`config.mk`:
```
export PLATFORM = sky130hd
export DESIGN_NAME = ccpg_pixel_out
export DESIGN_NICKNAME = d
export VERILOG_FILES = /design/src/hw/rtl/ccpg_pkg.sv /design/src/hw/rtl/ccpg_pixel_out.sv
export SDC_FILE = /design/constraint.sdc
export NUM_CORES = 1
export LEC_CHECK = 0
export BUFFER_PORTS_ARGS = -buffer_cell sky130_fd_sc_hd__buf_2
export CORE_UTILIZATION = 40
export DETAILED_ROUTE_END_ITERATION = 16
export PLACE_DENSITY = 0.82
export SLEW_MARGIN = 20
export SYNTH_ARGS = -nofsm -noshare
export SYNTH_HDL_FRONTEND = slang
export SYNTH_SLANG_ARGS = --single-unit
```
`constraint.sdc`:
```
create_clock -name clk -period 1.8 [get_ports clk]
set_input_delay 0.36 -clock clk [delete_from_list [all_inputs] [get_ports clk]]
set_output_delay 0.36 -clock clk [all_outputs]
set_load 0.05 [all_outputs]
```
`src/hw/rtl/ccpg_pkg.sv`:
```
// ----------------------------------------------------------------------------
// ccpg_pkg
// Types, constants and address helpers of the character cell pixel generator.
// ----------------------------------------------------------------------------
package ccpg_pkg;

  localparam int PAGE_BYTES_DEF = 8192;
  localparam int PAGES_DEF      = 2;
  localparam int MAX_LINES_DEF  = 320;

  localparam logic [12:0] ATTR_BASE    = 13'h1800;
  localparam logic [9:0]  ACTIVE_LINES = 10'd192;
  localparam logic [5:0]  ACTIVE_COLS  = 6'd32;
  localparam logic [7:0]  FIRST_LINE_RESET = 8'd64;
  localparam logic [4:0]  FLASH_MASK   = 5'h1F;

  typedef enum logic [1:0] {
    OP_DRAW  = 2'd0,
    OP_WRITE = 2'd1,
    OP_TICK  = 2'd2
  } op_t;

  typedef enum logic {
    REG_FIRST_LINE = 1'b0,
    REG_PARTIAL    = 1'b1
  } reg_idx_t;

  typedef struct packed {
    logic [8:0] line;
    logic [5:0] col;
    logic [7:0] bits;
    logic [3:0] fg;
    logic [3:0] bg;
    logic [2:0] first;
    logic [2:0] last;
  } cell_t;

  // interleaved bitmap address of a cell
  function automatic logic [12:0] bitmap_addr(input logic [7:0] row, input logic [4:0] col);
    bitmap_addr = {row[7:6], row[2:0], row[5:3], col};
  endfunction

  function automatic logic [12:0] attr_addr(input logic [7:0] row, input logic [4:0] col);
    attr_addr = ATTR_BASE + 13'({row[7:3], col});
  endfunction

endpackage

```
`src/hw/rtl/ccpg_pixel_out.sv`:
```
// ----------------------------------------------------------------------------
// ccpg_pixel_out
// Pixel emitter: walks one resolved cell, one pixel word per cycle unless pixel_stall holds it.
// ----------------------------------------------------------------------------
module ccpg_pixel_out
  import ccpg_pkg::*;
(
  input  logic       clk,
  input  logic       rst,
  input  logic       load,
  input  cell_t      cell_word,
  output logic       free,
  output logic       pixel_valid,
  input  logic       pixel_stall,
  output logic [8:0] pixel_line,
  output logic [8:0] pixel_x,
  output logic [3:0] color_index,
  output logic       last
);

  cell_t      cur;
  logic [2:0] pos;
  logic       busy;

  assign last        = (pos == cur.last);
  assign free        = !busy || (!pixel_stall && last);
  assign pixel_valid = busy;
  assign pixel_line  = cur.line;
  assign pixel_x     = {cur.col, pos};
  assign color_index = cur.bits[3'd7 - pos] ? cur.fg : cur.bg;

  always_ff @(posedge clk) begin
    if (rst) begin
      busy <= 1'b0;
    end else if (load) begin
      busy <= 1'b1;
    end else if (busy && !pixel_stall && last) begin
      busy <= 1'b0;
    end
  end

  always_ff @(posedge clk) begin
    if (load) begin
      cur <= cell_word;
      pos <= cell_word.first;
    end else if (busy && !pixel_stall && !last) begin
      pos <= pos + 3'd1;
    end
  end

endmodule

```
==> Yosys cells after proc, flatten, opt, wreduce, memory -nomap -nowiden <==
Cells that the tools add are included.
{ "word_totals": {"register_bits": 38, "in_bits": 41, "output_inout_bits": 25, "word_cells": 29} }
{ "classes": {"add_sub_neg": 2, "order_cmp": 1, "n_eq_ne": 1, "muxes": 7, "n_reduce_logical": 10} }
{ "op_table": {"columns": ["op", "n"], "rows": [
  ["two-way mux 3 bit", 2],
  ["logical AND 1 bit", 4],
  ["< comparator 3 x 4 -> 1 bit (second input constant)", 1],
  ["two-way mux 4 bit", 1],
  ["nonzero test 2 bit", 2],
  ["adder 3 x 1 -> 3 bit (second input constant)", 1],
  ["binary-select mux 1 bit (select 3 bit)", 1],
  ["== test 3 bit", 1],
  ["logical NOT 1 bit", 3],
  ["two-way mux 1 bit", 3],
  ["subtractor 3 bit (first input constant)", 1],
  ["logical OR 1 bit", 1]
]} }

==> Depth between registers and ports, before layout <==
Gate-level depths: netlist (run 1).
{ "depth": {"word_depth": 5, "ltp_mapped": 4} }

==> Least setup slack after synthesis (run 1) <==
OpenSTA, ideal clock, no wires.
{ "synth_timing": {"path_kind": "register to register", "from": "reg pos[0]", "to": "reg busy, in the netlist pixel_valid", "setup_time_ps": 200, "arrival_ps": 2901, "t_required_ps": 1600, "setup_slack_ps": -1302, "stages_incl_launch_ff": 5, "path_buffers": 1, "period_less_slack_ps": 3102, "cell_sequence": "edfxtp_1 -> buf_6 -> xor2_1 -> o41ai_1 -> a21oi_1"} }
{ "synth_between": {"elab_chain_len": 3} }
{ "synth_rtl": {"columns": ["element", "line", "source"], "rows": [
  ["from (decl)", "ccpg_pixel_out.sv:22", "logic [2:0] pos;"],
  ["from (signal assigned)", "ccpg_pixel_out.sv:45", "pos <= cell_word.first;"],
  ["from (signal assigned)", "ccpg_pixel_out.sv:47", "pos <= pos + 3'd1;"],
  ["== test 3 bit", "ccpg_pixel_out.sv:25", "assign last = (pos == cur.last);"],
  ["logical AND 1 bit", "ccpg_pixel_out.sv:37", "end else if (busy && !pixel_stall && last) begin"],
  ["nonzero test 2 bit (no line)", null, null],
  ["to (signal assigned)", "ccpg_pixel_out.sv:34", "busy <= 1'b0;"],
  ["to (signal assigned)", "ccpg_pixel_out.sv:36", "busy <= 1'b1;"],
  ["to (signal assigned)", "ccpg_pixel_out.sv:38", "busy <= 1'b0;"],
  ["to (decl)", "ccpg_pixel_out.sv:23", "logic busy;"]
]} }
No other way between the ends.
A chain may end at the register's enable or synchronous reset.

==> Final worst setup path (run 1) <==
{ "layout_timing": {"from": "reg pos[0]", "to": "out color_index[1]"} }
{ "layout_between": {"elab_chain_len": 4} }
{ "layout_rtl": {"columns": ["element", "line", "source"], "rows": [
  ["subtractor 3 bit", "ccpg_pixel_out.sv:30", "assign color_index = cur.bits[3'd7 - pos] ? cur.fg : cur.bg;"],
  ["binary-select mux 1 bit (select 3 bit)", "ccpg_pixel_out.sv:30", null],
  ["two-way mux 1 bit (implied by the code)", "ccpg_pixel_out.sv:30", null],
  ["two-way mux 4 bit", "ccpg_pixel_out.sv:30", null],
  ["to (decl)", "ccpg_pixel_out.sv:17", "output logic [3:0] color_index,"]
]} }
No other way between the ends. The select of a mux whose other input is x is not followed.

==> results of run 1 <==
[cell usage after synthesis]
master / number
edfxtp_1: 37
buf_4: 15
mux2_1: 4
mux2i_1: 4
o21ai_0: 3
xor2_1: 3
nand2_1: 2
a21oi_1: 1
buf_6: 1
dfxtp_1: 1
ha_1: 1
inv_1: 1
mux2_2: 1
mux4_2: 1
nand2b_1: 1
nor3_1: 1
o41ai_1: 1
xnor2_1: 1
[through the flow]
step                power [mW]  setup TNS (ns)  utilization [%]  worst slack [ns]  cell area, µm²
floorplan                 1.46           -2.76                -            -0.435            1510
global placement          1.57          -0.844             53.0            -0.202            1830
detailed placement        1.59           -1.15             53.0            -0.264            1830
CTS                       2.50           -2.98             59.5            -0.545            2050
global route              2.56           -3.22             59.7            -0.590            2060
finish                    2.47           -2.80             59.7            -0.519            2060
[where the power goes]
group	leakage [nW]	switching (mW)	internal [mW]	total, mW
sequential	0.371	0.0327	1.05	1.09
combinational	0.428	0.337	0.202	0.539
clock	0.0683	0.294	0.555	0.849
[cell families (layout without fill, tap and decap cells)]
family / count (synthesis) / after routing
flops: 38 / 38
buf+inv: 17 / 84
mux: 10 / 10
compound gates: 5 / 5
xor+xnor: 4 / 4
simple gates: 4 / 4
fa+ha+maj: 1 / 1
[placed cells by master, fill, tap and decap left out, types with 2 or more instances in the layout]
cell type / netlist / routed
buf_2: 0 / 58
buf_4: 15 / 7
buf_6: 1 / 9
bufinv_16: 0 / 2
clkbuf_8: 0 / 5
edfxtp_1: 37 / 37
mux2_2: 1 / 5
mux2i_1: 4 / 4
nand2_1: 2 / 2
o21ai_0: 3 / 2
xor2_1: 3 / 2
[worst max-delay path by stage]
stage	slack [ns]	end
5_1_grt	-0.59	color_index[0]
3_3_place_gp	-0.20	color_index[3]
6_report	-0.52	color_index[1]
3_5_place_dp	-0.26	color_index[3]
2_1_floorplan	-0.44	color_index[0]
4_1_cts	-0.54	color_index[3]
[final cells by class]
type                       instances  area share, %
sequential                        38           55.0
multi-input combinational         24           13.0
tap                               46           2.80
clock inverter                     3           3.35
timing repair buffer              75           22.3
inverter                           1          0.183
clock buffer                       5           3.35
[per-layer routing]
metal	global-route usage (%)	vias up
li1	-	411
met5	0	-
met1	17.4	381
met4	10.5	0
met2	24.0	45
met3	5.84	2
[repair_timing]
action                     CTS  global route
setup buffers                2             1
setup endpoints to repair    6             7
pin swaps                    1             1
resized for setup           18             3
[worst register-to-register path: stages, from the launching register on]
cell and delay [ns]:
edfxtp_1 0.51, buf_4 0.19, buf_6 0.12, buf_6 0.12, ha_1 0.27, mux2_2 0.26
[state kept, by name (all words and copies together) (netlist names)]
| signal | flops |
|---|---|
| cur | 19 |
| pixel_line | 9 |
| pixel_valid | 1 |
| pixel_x | 6 |
| pos | 3 |
==> reports/metrics.cfg, run 1 <==
[synth]
synthDistinctLibCells=18
synth-xor-area-share_pct=2.38
yosysWarningCount=0
synthesis.area_mm2=0.00147
synth_top_cell_by_area=edfxtp_1
syn_nets=121
postSynthCellCount=79
yosys.area_share.simple_pct=1.27
yosys.area_share.adder_pct=0.850
synth_top_family_by_area=buffers and inverters
syn-mean-instance-area_um2=18.6
muxShareOfSynthArea_pct=8.07
synth-seq-area-share_pct=76.8
synth-compound-area-share_pct=1.95
ys_seq_elements=38
synth_top_area_share_pct=75.4
ys_top_cells_by_area=edfxtp_1 75%, buf_4 7.6%, mux2_1 3.1%, mux2i_1 2.7%, xor2_1 1.8%

[worst_setup_path]
worst_setup_path_start_kind=register
max_stage_delay_ns=0.54
cp-startpoint=pos[0]
crit_fanout=5
slowest_stage=mux4_2
path_buf_inv=1
r2r_slack_ns=0.08
r2r_start=pos[0]
r2r-end=pos[1]
required_ns=1.44
r2r_cells=5
path_class=register to output pin
path_depth=4
cp_top_family=multiplexers
crit_chain=mux2i_1 -> mux4_2 -> mux2_2 -> buf_6
cp_data_arrival_time_ns=1.96
cp-end-kind=output pin

[sta]
finalCritPeriodShare_pct=129
worstMarginPinSlew_ns=0.459
setup_violations=6
whs_ns=0.221
final.min_clock_period_ns=2.32
hold_viol_final=0
fin_skew_ns=0.00606
fin_ws_ns=-0.519
slew_headroom_pct=69.3
rsz0062_at_grt=true
final_max_slew_viol_count=0
max_clock_freq_ghz=0.431

[clock_tree]
cts_tree=done
root_buffer=clkbuf_8
insertion_delay_ns=0.28
h-tree-depth=2
holdBufCountCts=0
clkSinkCount=38
numCtsBuffers=5
clk_pin_slew_ns=0.07
cts_buffer_depth=2

[min_path]
hold_path.class=input port to register
min-delay-start=rst
hold_depth=2
min_to=pixel_valid

[route]
routed-wl-met2_um=1390
routed_via_density=4.37
num_vias=839
routedWlPerCell_um=13.9
drt-pass1-iter-count=4
drcViolationCount=0
wl_met1_um=1060
antenna_left=0
met3WireLength_um=188
wirelength_um=2670
highest_layer=met4
drtIter0Drc=33

[cells_and_area]
fill_cells=282
stdcell_count=192
num_antenna_cells=0
regArea_mm2=0.00113
multi_input_area_um2=267
layout-drive-gt1-share_pct=63.7
nNetsFinal=187
area_delta_synth_final_pct=39.6

[die]
die_h_um=62.7
dieArea_mm2=0.00393
ioPinCount=66
die_w_um=62.7
rows=21
core-area_mm2=0.00344
initial_core_util_pct=42.8

[global_routing]
overflow=0
grtUsageTotal_pct=15.4
grt_pass1_vias=874
grt_pass1_wl_um=4210
antenna_found_initial=0
grt_max_degree=21

[power]
ir_drop_mv=0.545
total_leakage_power_nw=0.868
power_density_mw_per_mm2=1200

[place]
dp_hpwl_um=2010
gp_congestion=0.642
dp.cells=182
portBuffers=65

[status]
status=complete, but fails checks
violations=negative setup slack

[flow_run]
maxCapViolations=0

(Power assumes the default switching activity.)
==> run 2: changes to the inputs <==
==> constraint.sdc (replaced) <==
create_clock -name clk -period 1.8 [get_ports clk]
set_input_delay 0.36 -clock clk [delete_from_list [all_inputs] [get_ports clk]]
set_output_delay 0.36 -clock clk [all_outputs]
set_load 0.005 [all_outputs]
==> reports/metrics.cfg, run 2 (synthesis gave the netlist of run 1 again) <==
[status]
status=complete, but fails checks  ; unchanged
violations=negative setup slack  ; unchanged

[sta]
worstMarginPinSlew_ns=0.331  ; was 0.459 ns
final_max_slew_viol_count=0  ; unchanged
fin_ws_ns=-0.519  ; about the same
fin_skew_ns=0.00490  ; was 0.00606 ns
hold_viol_final=0  ; unchanged
finalCritPeriodShare_pct=129  ; about the same
rsz0062_at_grt=true  ; unchanged
slew_headroom_pct=77.8  ; was 69.3%
max_clock_freq_ghz=0.431  ; about the same
final.min_clock_period_ns=2.32  ; about the same
setup_violations=6  ; unchanged

[place]
portBuffers=65  ; unchanged
dp_hpwl_um=1640  ; was 2010 µm
post_dp_cell_area_mm2=0.00177  ; was 0.00183 mm²
gp_congestion=0.643  ; was 0.642

[route]
drtIter0Drc=24  ; was 33
wirelength_um=2230  ; was 2670 µm
met3WireLength_um=250  ; was 188 µm
antenna_left=0  ; unchanged
routed_via_density=4.27  ; was 4.37
routedWlPerCell_um=11.9  ; was 13.9 µm
routed-wl-met2_um=1070  ; was 1390 µm
drt-pass1-iter-count=3  ; was 4
num_vias=802  ; was 839
wl_met1_um=896  ; was 1060 µm
highest_layer=met4  ; unchanged
drcViolationCount=0  ; unchanged

[die]
rows=21  ; unchanged
dieArea_mm2=0.00393  ; unchanged
initial_core_util_pct=42.8  ; unchanged
die_w_um=62.7  ; unchanged
core-area_mm2=0.00344  ; unchanged
ioPinCount=66  ; unchanged
die_h_um=62.7  ; unchanged

[global_routing]
grtUsageTotal_pct=11.9  ; was 15.4%
grt_pass1_wl_um=3350  ; was 4210 µm
grt_pass1_vias=770  ; was 874
antenna_found_initial=0  ; unchanged
grt_max_degree=20  ; was 21
overflow=0  ; unchanged

[clock_tree]
numCtsBuffers=5  ; unchanged
root_buffer=clkbuf_8  ; unchanged
cts_buffer_depth=2  ; unchanged
holdBufCountCts=0  ; unchanged
clk_pin_slew_ns=0.07  ; about the same
h-tree-depth=2  ; unchanged
cts_tree=done  ; unchanged
insertion_delay_ns=0.29  ; was 0.28 ns
clkSinkCount=38  ; unchanged

[worst_setup_path]
path_depth=5  ; was 4
cp_top_family=multiplexers  ; unchanged
cp-end-kind=output pin  ; unchanged
crit_chain=buf_4 -> mux2i_1 -> mux4_2 -> mux2_1 -> buf_2  ; was mux2i_1 -> mux4_2 -> mux2_2 -> buf_6
r2r_cells=5  ; unchanged
cp_data_arrival_time_ns=1.96  ; about the same
required_ns=1.44  ; about the same
worst_setup_path_start_kind=register  ; unchanged
crit_fanout=4  ; was 5
path_class=register to output pin  ; unchanged
path_buf_inv=2  ; was 1
slowest_stage=mux4_2  ; unchanged
r2r_slack_ns=0.20  ; was 0.08 ns
max_stage_delay_ns=0.54  ; about the same

[cells_and_area]
layout-drive-gt1-share_pct=60.6  ; was 63.7%
largest_register_ffs=19  ; unchanged
area_delta_synth_final_pct=32.9  ; was 39.6%
nNetsFinal=183  ; was 187
layout_common_cells=65 x buf_2, 37 x edfxtp_1, 5 x clkbuf_8, 5 x buf_4, 4 x mux2i_1  ; was 58 x buf_2, 37 x edfxtp_1, 9 x buf_6
mostFrequentLayoutCell=buf_2  ; unchanged
regMostFlops=cur  ; unchanged
final_design_area_no_fill_mm2=0.00196  ; was 0.00206 mm²
num_antenna_cells=0  ; unchanged

[flow_run]
maxCapViolations=0  ; unchanged

[min_path]
hold_depth=2  ; unchanged
hold_path.class=input port to register  ; unchanged

[power]
total_leakage_power_nw=0.832  ; was 0.868 nW
power_density_mw_per_mm2=1110  ; was 1200 mW/mm²
p_total_mw=2.18  ; was 2.47 mW
ir_drop_mv=0.583  ; was 0.545 mV

-- run 2: changes by cell type in the layout (fill, tap and decap cells not counted) --
cell / delta
nor3_4: -1
o41ai_4: -1
buf_8: -1
buf_4: -2
buf_6: -8
mux2_1: +2
mux2_4: +2
o21ai_1: +1
nor3_2: +1
mux2_2: -4
buf_2: +7
o41ai_2: +1
o21ai_2: -1
-- run 2: worst paths after layout --
kind	from	to
max	pos[0]	color_index[0]
min	rst	pixel_valid
max reg2reg	pos[0]	pos[1]
min reg2reg	pixel_valid	pixel_valid
-- run 2: where the power goes --
part	total [mW]	internal [mW]	leakage (nW)	switching [mW]
Clock	0.843	0.555	0.0683	0.288
Sequential	1.08	1.05	0.371	0.0263
Combinational	0.256	0.146	0.393	0.111
-- run 2: stage by stage --
stage	TNS (ns)	worst slack (ns)	hold WS [ns]	std cells	util, %
after floorplan	-0.367	-0.0917	0.429	79	-
after global placement	-0.746	-0.188	0.484	179	51.4
after detailed placement	-0.977	-0.254	0.495	179	51.4
after CTS	-2.41	-0.556	0.214	188	56.6
after global routing	-2.86	-0.600	0.218	188	56.9
final	-2.37	-0.519	0.223	188	56.9
-- run 2: repair_timing --
| action | in CTS | in global routing |
|---|---|---|
| endpoints found under the setup margin | 5 | 9 |
| gates resized for setup | 7 | 2 |
| gates cloned | 0 | 0 |
| pin swaps | 1 | 1 |
| setup buffers | 1 | 1 |
| hold endpoints to repair | 0 | 0 |
-- run 2: worst register-to-register path, delay by kind of cell (launching register included) --
kind | cells | cell delay [ns]
xor+xnor | 1 | 0.20
flops | 1 | 0.41
buf+inv | 2 | 0.30
compound gates | 1 | 0.31
simple gates | 1 | 0.06
-- run 2: layout make-up --
| type | instances | area [µm²] |
|---|---|---|
| clock buffers | 5 | 68.8 |
| clock inverters | 3 | 68.8 |
| fillers | 281 | 1490 |
| inverters | 1 | 3.75 |
| multi-input cells | 24 | 253 |
| flip-flops and latches | 38 | 1130 |
| well taps | 46 | 57.6 |
| repair buffers | 71 | 374 |
-- run 2: metal layers --
layer / vias up / GRT usage [%]
met5: - / 0
met4: 0 / 4.36
met3: 3 / 7.12
met2: 47 / 18.6
met1: 350 / 13.2
li1: 402 / -
